--- config.mk ---
export PLATFORM = sky130hd
export DESIGN_NAME = ball_load_sequencer
export DESIGN_NICKNAME = d
export VERILOG_FILES = /design/src/rtl/core/bls_pkg.sv /design/src/rtl/core/ball_load_sequencer.sv
export SDC_FILE = /design/constraint.sdc
export NUM_CORES = 1
export LEC_CHECK = 0
export BUFFER_PORTS_ARGS = -buffer_cell sky130_fd_sc_hd__buf_2
export CORE_ASPECT_RATIO = 0.8
export CORE_MARGIN = 2
export CORE_UTILIZATION = 55
export DETAILED_ROUTE_END_ITERATION = 6
export GPL_TIMING_DRIVEN = 0
export PLACE_DENSITY = 0.76
export SYNTH_ARGS = -nofsm -noshare
export SYNTH_HDL_FRONTEND = slang
export SYNTH_SLANG_ARGS = --single-unit
--- constraint.sdc ---
create_clock -name clk -period 22 [get_ports clk]
set_clock_uncertainty 0.05 [all_clocks]
set_input_delay 4.4 -clock clk [delete_from_list [all_inputs] [get_ports clk]]
set_output_delay 4.4 -clock clk [all_outputs]
set_load 0.01 [all_outputs]
--- src/rtl/core/bls_pkg.sv ---
// ---------------------------------------------------------------------------
// bls_pkg: shared types and constants of the ball load sequencer
// Transaction payload structs, register reset values and fixed commands.
// ---------------------------------------------------------------------------
package bls_pkg;

  // input transaction, one control tick
  typedef struct packed {
    logic               load_request;
    logic signed [15:0] pitch_cmd_in;
    logic               spin_cmd_in;
    logic signed [15:0] speed_cmd_in;
    logic        [31:0] now_us;
    logic signed [15:0] pitch_motor_angle;
    logic signed [15:0] spin_motor_angle;
  } in_t;

  // result transaction
  typedef struct packed {
    logic signed [15:0] pitch_cmd_out;
    logic               spin_cmd_out;
    logic signed [15:0] speed_cmd_out;
    logic               gripper_drive;
    logic               gripper_open;
    logic        [2:0]  sequence_step;
  } out_t;

  // register reset values
  localparam logic        [31:0] PITCH_HOME_TIMEOUT_RST = 32'd4000000;
  localparam logic        [31:0] SPIN_REACH_TIMEOUT_RST = 32'd4000000;
  localparam logic        [31:0] SETTLE_DELAY_RST       = 32'd100000;
  localparam logic        [31:0] REVERSE_DURATION_RST   = 32'd1500000;
  localparam logic        [31:0] FINAL_DELAY_RST        = 32'd600000;
  localparam logic signed [15:0] PITCH_HOME_LIMIT_RST   = 16'sd100;
  localparam logic signed [15:0] SPIN_REACHED_ANGLE_RST = 16'sd450;

  // fixed commands while the sequence runs
  localparam logic signed [15:0] HELD_PITCH    = 16'sd0;
  localparam logic signed [15:0] REVERSE_SPEED = -16'sd3500;
  localparam logic signed [15:0] STOP_SPEED    = 16'sd0;
  localparam logic signed [15:0] FINAL_PITCH   = 16'sd600;

endpackage

--- src/rtl/core/ball_load_sequencer.sv ---
// ---------------------------------------------------------------------------
// ball_load_sequencer: six-step ball loader sequence
// Overrides pitch, spin and belt commands while loading, drives the gripper.
// ---------------------------------------------------------------------------
//
//  channel   | signals                              | direction
//  ----------+--------------------------------------+----------
//  input     | in_valid, in_ready, in_data          | in
//  result    | out_valid, out_ready, out_data       | out
//  registers | psel, penable, pwrite, paddr, pwdata | in
//            | prdata, pready                       | out
//
// One transaction per cycle while in_ready is high; a result appears in the
// output register in the cycle after its input transaction is accepted.
// Every step of the cascade is evaluated in the cycle of acceptance: the five time
// compares against the stored step start time run in parallel.
// in_ready is high whenever the output register is empty or being emptied.
// Synchronous reset returns to idle and restores the register defaults.
// ---------------------------------------------------------------------------
module ball_load_sequencer (
  input  logic                clk,
  input  logic                rst,
  input  logic                in_valid,
  output logic                in_ready,
  input  bls_pkg::in_t        in_data,
  output logic                out_valid,
  input  logic                out_ready,
  output bls_pkg::out_t       out_data,
  input  logic                psel,
  input  logic                penable,
  input  logic                pwrite,
  input  logic         [4:0]  paddr,
  input  logic         [31:0] pwdata,
  output logic         [31:0] prdata,
  output logic                pready
);

  // step codes
  localparam logic [2:0] STEP_IDLE    = 3'd0;
  localparam logic [2:0] STEP_HOME    = 3'd1;
  localparam logic [2:0] STEP_SPIN    = 3'd2;
  localparam logic [2:0] STEP_SETTLE  = 3'd3;
  localparam logic [2:0] STEP_REVERSE = 3'd4;
  localparam logic [2:0] STEP_FINAL   = 3'd5;

  // register indexes
  localparam logic [2:0] REG_PITCH_HOME_TIMEOUT = 3'd0;
  localparam logic [2:0] REG_SPIN_REACH_TIMEOUT = 3'd1;
  localparam logic [2:0] REG_SETTLE_DELAY       = 3'd2;
  localparam logic [2:0] REG_REVERSE_DURATION   = 3'd3;
  localparam logic [2:0] REG_FINAL_DELAY        = 3'd4;
  localparam logic [2:0] REG_PITCH_HOME_LIMIT   = 3'd5;
  localparam logic [2:0] REG_SPIN_REACHED_ANGLE = 3'd6;

  logic        [31:0] pitch_home_timeout;
  logic        [31:0] spin_reach_timeout;
  logic        [31:0] settle_delay;
  logic        [31:0] reverse_duration;
  logic        [31:0] final_delay;
  logic signed [15:0] pitch_home_limit;
  logic signed [15:0] spin_reached_angle;

  logic [2:0]  step;
  logic [31:0] step_start_time;
  logic        held_spin;
  logic        belt_reversing;
  logic        held_gripper_open;

  logic [2:0]  step_next;
  logic [31:0] step_start_time_next;
  logic        held_spin_next;
  logic        belt_reversing_next;
  logic        held_gripper_open_next;
  bls_pkg::out_t result_next;

  logic        in_fire;
  logic        reg_write;
  logic [2:0]  reg_index;
  logic [31:0] elapsed;
  logic        home_timeout_hit;
  logic        spin_timeout_hit;
  logic        settle_done;
  logic        reverse_done;
  logic        final_done;
  logic        pitch_home;
  logic        spin_reached;
  logic signed [16:0] neg_pitch;

  // handshakes
  assign in_ready  = !out_valid || out_ready;
  assign in_fire   = in_valid && in_ready;
  assign reg_write = psel && penable && pwrite;
  assign reg_index = paddr[4:2];
  assign pready    = 1'b1;

  // register write
  always_ff @(posedge clk) begin
    if (rst) begin
      pitch_home_timeout <= bls_pkg::PITCH_HOME_TIMEOUT_RST;
      spin_reach_timeout <= bls_pkg::SPIN_REACH_TIMEOUT_RST;
      settle_delay       <= bls_pkg::SETTLE_DELAY_RST;
      reverse_duration   <= bls_pkg::REVERSE_DURATION_RST;
      final_delay        <= bls_pkg::FINAL_DELAY_RST;
      pitch_home_limit   <= bls_pkg::PITCH_HOME_LIMIT_RST;
      spin_reached_angle <= bls_pkg::SPIN_REACHED_ANGLE_RST;
    end else if (reg_write) begin
      case (reg_index)
        REG_PITCH_HOME_TIMEOUT: pitch_home_timeout <= pwdata;
        REG_SPIN_REACH_TIMEOUT: spin_reach_timeout <= pwdata;
        REG_SETTLE_DELAY:       settle_delay       <= pwdata;
        REG_REVERSE_DURATION:   reverse_duration   <= pwdata;
        REG_FINAL_DELAY:        final_delay        <= pwdata;
        REG_PITCH_HOME_LIMIT:   pitch_home_limit   <= pwdata[15:0];
        REG_SPIN_REACHED_ANGLE: spin_reached_angle <= pwdata[15:0];
        default: ;
      endcase
    end
  end

  // register read
  always_comb begin
    case (reg_index)
      REG_PITCH_HOME_TIMEOUT: prdata = pitch_home_timeout;
      REG_SPIN_REACH_TIMEOUT: prdata = spin_reach_timeout;
      REG_SETTLE_DELAY:       prdata = settle_delay;
      REG_REVERSE_DURATION:   prdata = reverse_duration;
      REG_FINAL_DELAY:        prdata = final_delay;
      REG_PITCH_HOME_LIMIT:   prdata = {{16{pitch_home_limit[15]}}, pitch_home_limit};
      REG_SPIN_REACHED_ANGLE: prdata = {{16{spin_reached_angle[15]}}, spin_reached_angle};
      default:                prdata = 32'd0;
    endcase
  end

  // time and angle compares; the time compares run against the stored start time
  assign elapsed          = in_data.now_us - step_start_time;
  assign home_timeout_hit = elapsed > pitch_home_timeout;
  assign spin_timeout_hit = elapsed > spin_reach_timeout;
  assign settle_done      = elapsed >= settle_delay;
  assign reverse_done     = elapsed >= reverse_duration;
  assign final_done       = elapsed >= final_delay;
  assign neg_pitch        = -{in_data.pitch_motor_angle[15], in_data.pitch_motor_angle};
  assign pitch_home       = neg_pitch < $signed({pitch_home_limit[15], pitch_home_limit});
  assign spin_reached     = in_data.spin_motor_angle > spin_reached_angle;

  // step cascade; fresh marks a start time restarted this tick (elapsed zero)
  always_comb begin
    logic fresh;
    fresh                  = 1'b0;
    step_next              = step;
    held_spin_next         = held_spin;
    belt_reversing_next    = belt_reversing;
    held_gripper_open_next = held_gripper_open;

    result_next.pitch_cmd_out = in_data.pitch_cmd_in;
    result_next.spin_cmd_out  = in_data.spin_cmd_in;
    result_next.speed_cmd_out = in_data.speed_cmd_in;
    result_next.gripper_drive = 1'b0;
    result_next.gripper_open  = 1'b0;

    // idle passes the caller through, busy steps hold their own commands
    if (step == STEP_IDLE) begin
      held_spin_next = in_data.spin_cmd_in;
      if (in_data.load_request) begin
        fresh          = 1'b1;
        held_spin_next = 1'b0;
        step_next      = STEP_HOME;
      end
    end else begin
      result_next.gripper_drive = 1'b1;
      result_next.gripper_open  = held_gripper_open;
      result_next.pitch_cmd_out = bls_pkg::HELD_PITCH;
      result_next.speed_cmd_out = belt_reversing ? bls_pkg::REVERSE_SPEED
                                                 : bls_pkg::STOP_SPEED;
      result_next.spin_cmd_out  = held_spin;
    end

    // wait for pitch home
    if (step_next == STEP_HOME) begin
      if (pitch_home) begin
        fresh          = 1'b1;
        held_spin_next = 1'b1;
        step_next      = STEP_SPIN;
      end else if (!fresh && home_timeout_hit) begin
        step_next = STEP_IDLE;
      end
    end

    // wait for spin angle
    if (step_next == STEP_SPIN) begin
      if (spin_reached) begin
        fresh     = 1'b1;
        step_next = STEP_SETTLE;
      end
      if (!fresh && spin_timeout_hit) begin
        step_next = STEP_IDLE;
      end
    end

    // settle, then reverse the belt with the gripper open
    if (step_next == STEP_SETTLE) begin
      if (fresh ? (settle_delay == 32'd0) : settle_done) begin
        fresh                  = 1'b1;
        belt_reversing_next    = 1'b1;
        held_gripper_open_next = 1'b1;
        step_next              = STEP_REVERSE;
      end
    end

    // stop the belt and close the gripper
    if (step_next == STEP_REVERSE) begin
      if (fresh ? (reverse_duration == 32'd0) : reverse_done) begin
        fresh                  = 1'b1;
        belt_reversing_next    = 1'b0;
        held_gripper_open_next = 1'b0;
        step_next              = STEP_FINAL;
      end
    end

    // final pitch command and back to idle
    if (step_next == STEP_FINAL) begin
      if (fresh ? (final_delay == 32'd0) : final_done) begin
        held_spin_next            = 1'b1;
        result_next.pitch_cmd_out = bls_pkg::FINAL_PITCH;
        step_next                 = STEP_IDLE;
      end
    end

    step_start_time_next      = fresh ? in_data.now_us : step_start_time;
    result_next.sequence_step = step_next;
  end

  // sequence state
  always_ff @(posedge clk) begin
    if (rst) begin
      step              <= STEP_IDLE;
      step_start_time   <= 32'd0;
      held_spin         <= 1'b0;
      belt_reversing    <= 1'b0;
      held_gripper_open <= 1'b0;
    end else if (in_fire) begin
      step              <= step_next;
      step_start_time   <= step_start_time_next;
      held_spin         <= held_spin_next;
      belt_reversing    <= belt_reversing_next;
      held_gripper_open <= held_gripper_open_next;
    end
  end

  // output register
  always_ff @(posedge clk) begin
    if (rst) begin
      out_valid <= 1'b0;
    end else if (in_fire) begin
      out_valid <= 1'b1;
    end else if (out_ready) begin
      out_valid <= 1'b0;
    end
  end

  always_ff @(posedge clk) begin
    if (in_fire) begin
      out_data <= result_next;
    end
  end

  // checks
  a_idle_stays: assert property (@(posedge clk) disable iff (rst)
    in_fire && step == STEP_IDLE && !in_data.load_request |=> step == STEP_IDLE)
    else $error("idle left without a load request");

  a_step_reported: assert property (@(posedge clk) disable iff (rst)
    in_fire |=> out_data.sequence_step == step)
    else $error("reported step differs from sequence state");

  a_busy_drives: assert property (@(posedge clk) disable iff (rst)
    in_fire && step != STEP_IDLE |=> out_data.gripper_drive)
    else $error("gripper not driven during a busy step");

  a_reverse_step: assert property (@(posedge clk) disable iff (rst)
    belt_reversing |-> step == STEP_REVERSE && held_gripper_open)
    else $error("belt reversing outside the reverse step");

endmodule

==> impl_metrics.env <==
export IMPL_fp_dieH_um=166.7
export IMPL_synth_nets=2686
export IMPL_viasPerCell=6.261
export IMPL_grt_total_usage_pct=37.91
export IMPL_min_from="belt_reversing$_SDFFE_PP0P_"
export IMPL_io_buffer_count=209
export IMPL_drtPass1Iterations=6
export IMPL_drt_iter0_drc=2390
export IMPL_rsz0062_at_grt="no"
export IMPL_worst_slew_pin_slew_ps=1295
export IMPL_crit_slowest_cell="xor2_1"
export IMPL_finalCritPeriodShare_pct=54.49
export IMPL_pin_count=215
export IMPL_crit_path_end_kind="flop"
export IMPL_grt_pass1_vias=17430
export IMPL_synth_ff_type="dfxtp_1"
export IMPL_path_clk_slew_ps=60
export IMPL_antenna_left=0
export IMPL_gp_congestion=1.056
export IMPL_start_util_pct=55.91
export IMPL_crit_path_max_incr_delay_ps=670
export IMPL_n_antenna_cell=0
export IMPL_postPlaceCellArea_mm2=0.01982
export IMPL_worstReg2RegStart="step_start_time[0]$_SDFFE_PP0P_"
export IMPL_post_cts_setup_buffers=0
export IMPL_clk_latency_ps=580
export IMPL_cts_buffer_depth=3
export IMPL_drive_gt1_share_pct=11.91
export IMPL_path_max_fanout=10
export IMPL_p_leak_nw=8.489
export IMPL_maxSlewHeadroom_pct=13.65
export IMPL_place_hpwl_um=53410
export IMPL_finalSetupViolations=0
export IMPL_cts_root_buf="clkbuf_16"
export IMPL_design_core_area_mm2=0.03256
export IMPL_dr_total_vias=18870
export IMPL_avgRoutedWirePerCell_um=22.60
export IMPL_hold_viol=0
export IMPL_ctsHoldBuffers=0
export IMPL_hold_path_class="reg2reg"
export IMPL_ys_seq_elements=269
export IMPL_grt_overflow_total=0
export IMPL_arrival_ps=12430
export IMPL_grt_max_degree=37
export IMPL_cp_required_ps=22440
export IMPL_grt_pass1_wl_um=101500
export IMPL_ys_seq_area_share_pct=31.68
export IMPL_synthArstFlopShare_pct=0
export IMPL_maxCapViolCount=0
export IMPL_totalWireLength_um=68100
export IMPL_area_growth_pct=14.48
export IMPL_crit_type="in2reg"
export IMPL_cts_buffers=30
export IMPL_drv_slew=0
export IMPL_antenna_found_initial=0
export IMPL_drc=0
export IMPL_synth_enable_flop_cells=38
export IMPL_r2r_worst_path_cells=25
export IMPL_tns_ps=0
export IMPL_cts_tree="done"
export IMPL_fin_cells=3013
export IMPL_ys_warn_count=0
export IMPL_cts_resized=0
export IMPL_final_common_cell="nand2_1"
export IMPL_post_route_min_period_ps=11990
export IMPL_avgSynthCellArea_um2=7.848
export IMPL_status="completed"
export IMPL_ir_drop_mv=0.06801
export IMPL_netlist_area_mm2=0.01820
export IMPL_nets=2929
export IMPL_cts_htree_levels=1
export IMPL_max_freq_mhz=83.43
export IMPL_dieArea_mm2=0.03457
export IMPL_r2r_end="step_start_time[28]$_SDFFE_PP0P_"
export IMPL_fin_area_mm2=0.02084
export IMPL_cts_sinks=269
export IMPL_syn_inst=2319
export IMPL_power_density_mw_per_mm2=74.41
export IMPL_num_rows=59
export IMPL_die_w_um=207.4
export IMPL_dp_cells=2957
export IMPL_final_cell_mix="nand2_1, a21oi_1, inv_1"
export IMPL_hold_path_end="belt_reversing$_SDFFE_PP0P_"
export IMPL_ys_types=69
export IMPL_start_kind="input port"
export IMPL_min_path_cells=1
export IMPL_rrSetupSlack_ps=13670
[how the worst max path moves through the flow]
stage / from / endpoint / cells past startpoint
after global routing: in_data[32] / step_start_time[1]$_SDFFE_PP0P_ / 27
after detailed placement: in_data[32] / step_start_time[18]$_SDFFE_PP0P_ / 27
after floorplan: paddr[2] / prdata[16] / 6
final: in_data[32] / step_start_time[28]$_SDFFE_PP0P_ / 27
after global placement: in_data[32] / step_start_time[28]$_SDFFE_PP0P_ / 27
after CTS: in_data[32] / step_start_time[28]$_SDFFE_PP0P_ / 27
[per-layer routing]
metal  up-vias  track usage, %  part of all wire, %  wire length, um
met5         -               0                    0                0
met4         0           13.88                  4.1             2772
met3       209           11.63                   15             9888
met2      1264           55.03                   41            27790
met1      8815           52.92                   41            27650
li1       8577               -                    -                -
[cell usage after synthesis, drive strengths merged (16+ instances only)]
cell / instances / area (um2)
inv: 248 / 930.9
ha: 224 / 2803
o21a: 16 / 120.1
xnor2: 30 / 262.8
and2: 18 / 112.6
clkbuf: 97 / 364.1
o21ai: 107 / 535.5
a211oi: 18 / 147.6
nand2: 403 / 1513
nor4: 32 / 206.5
nor3: 17 / 85.08
edfxtp: 38 / 1141
buf: 16 / 80.08
nand4: 33 / 212.7
a21o: 62 / 465.5
nor2: 121 / 454.2
a21oi: 305 / 1560
mux2i: 21 / 210.2
dfxtp: 231 / 4624
nand3: 53 / 265.3
a211o: 37 / 324.1
[stage by stage]
step	power (W)	worst slack, ps	util [%]	hold slack (ps)
CTS	0.001533	10350	64.00	405.4
floorplan	0.0008499	11370	-	382.2
global placement	0.0009913	9927	60.76	392.0
finish	0.001550	10010	64.00	404.0
detailed placement	0.001012	9810	60.87	396.3
global route	0.001616	9787	64.00	434.6
[cell families after synthesis]
family | count (synthesis) | share of synthesized area [%]
XOR/XNOR | 41 | 1.973
buffers and inverters | 361 | 7.555
other | 1 | 0.02060
AND/OR/NAND/NOR | 750 | 18.42
adder cells (fa/ha/maj) | 225 | 15.51
AO/OA/AOI/OAI | 632 | 21.58
multiplexers | 40 | 3.259
flip-flops | 269 | 31.68
[sequential cells by signal, indices dropped and copies added, names as in the netlist, 16 cells and up]
| signal | count |
|---|---|
| spin_reached_angle | 16 |
| out_data | 38 |
| pitch_home_timeout | 32 |
| step_start_time | 32 |
| pitch_home_limit | 16 |
| settle_delay | 32 |
| final_delay | 32 |
| spin_reach_timeout | 32 |
| reverse_duration | 32 |
[worst max-delay path: cells and delay by family]
| kind | cells | cell delay (ps) |
|---|---|---|
| AND/OR/NAND/NOR | 5 | 1460 |
| buffers and inverters | 4 | 650 |
| AO/OA/AOI/OAI | 13 | 3970 |
| multiplexers | 1 | 450 |
| XOR/XNOR | 1 | 670 |
| adder cells (fa/ha/maj) | 3 | 810 |
[area by class of cell]
cell class / instances / area [um2]
Clock buffer: 34 / 807.0
Inverter: 248 / 930.9
Buffer: 113 / 445.4
Fill cell: 2903 / 11720
Sequential cell: 269 / 5766
Multi-Input combinational cell: 1689 / 11060
Tap cell: 427 / 534.3
Clock inverter: 22 / 210.2
Timing Repair Buffer: 211 / 1077
[report_power, final]
group          total [W]  switching, W  internal, W  leakage, nW
Sequential      0.000527    0.00000842     0.000518         2.24
Clock           0.000527      0.000228     0.000299        0.466
Combinational   0.000496      0.000314     0.000182         5.78
(Power assumes the default switching activity.)
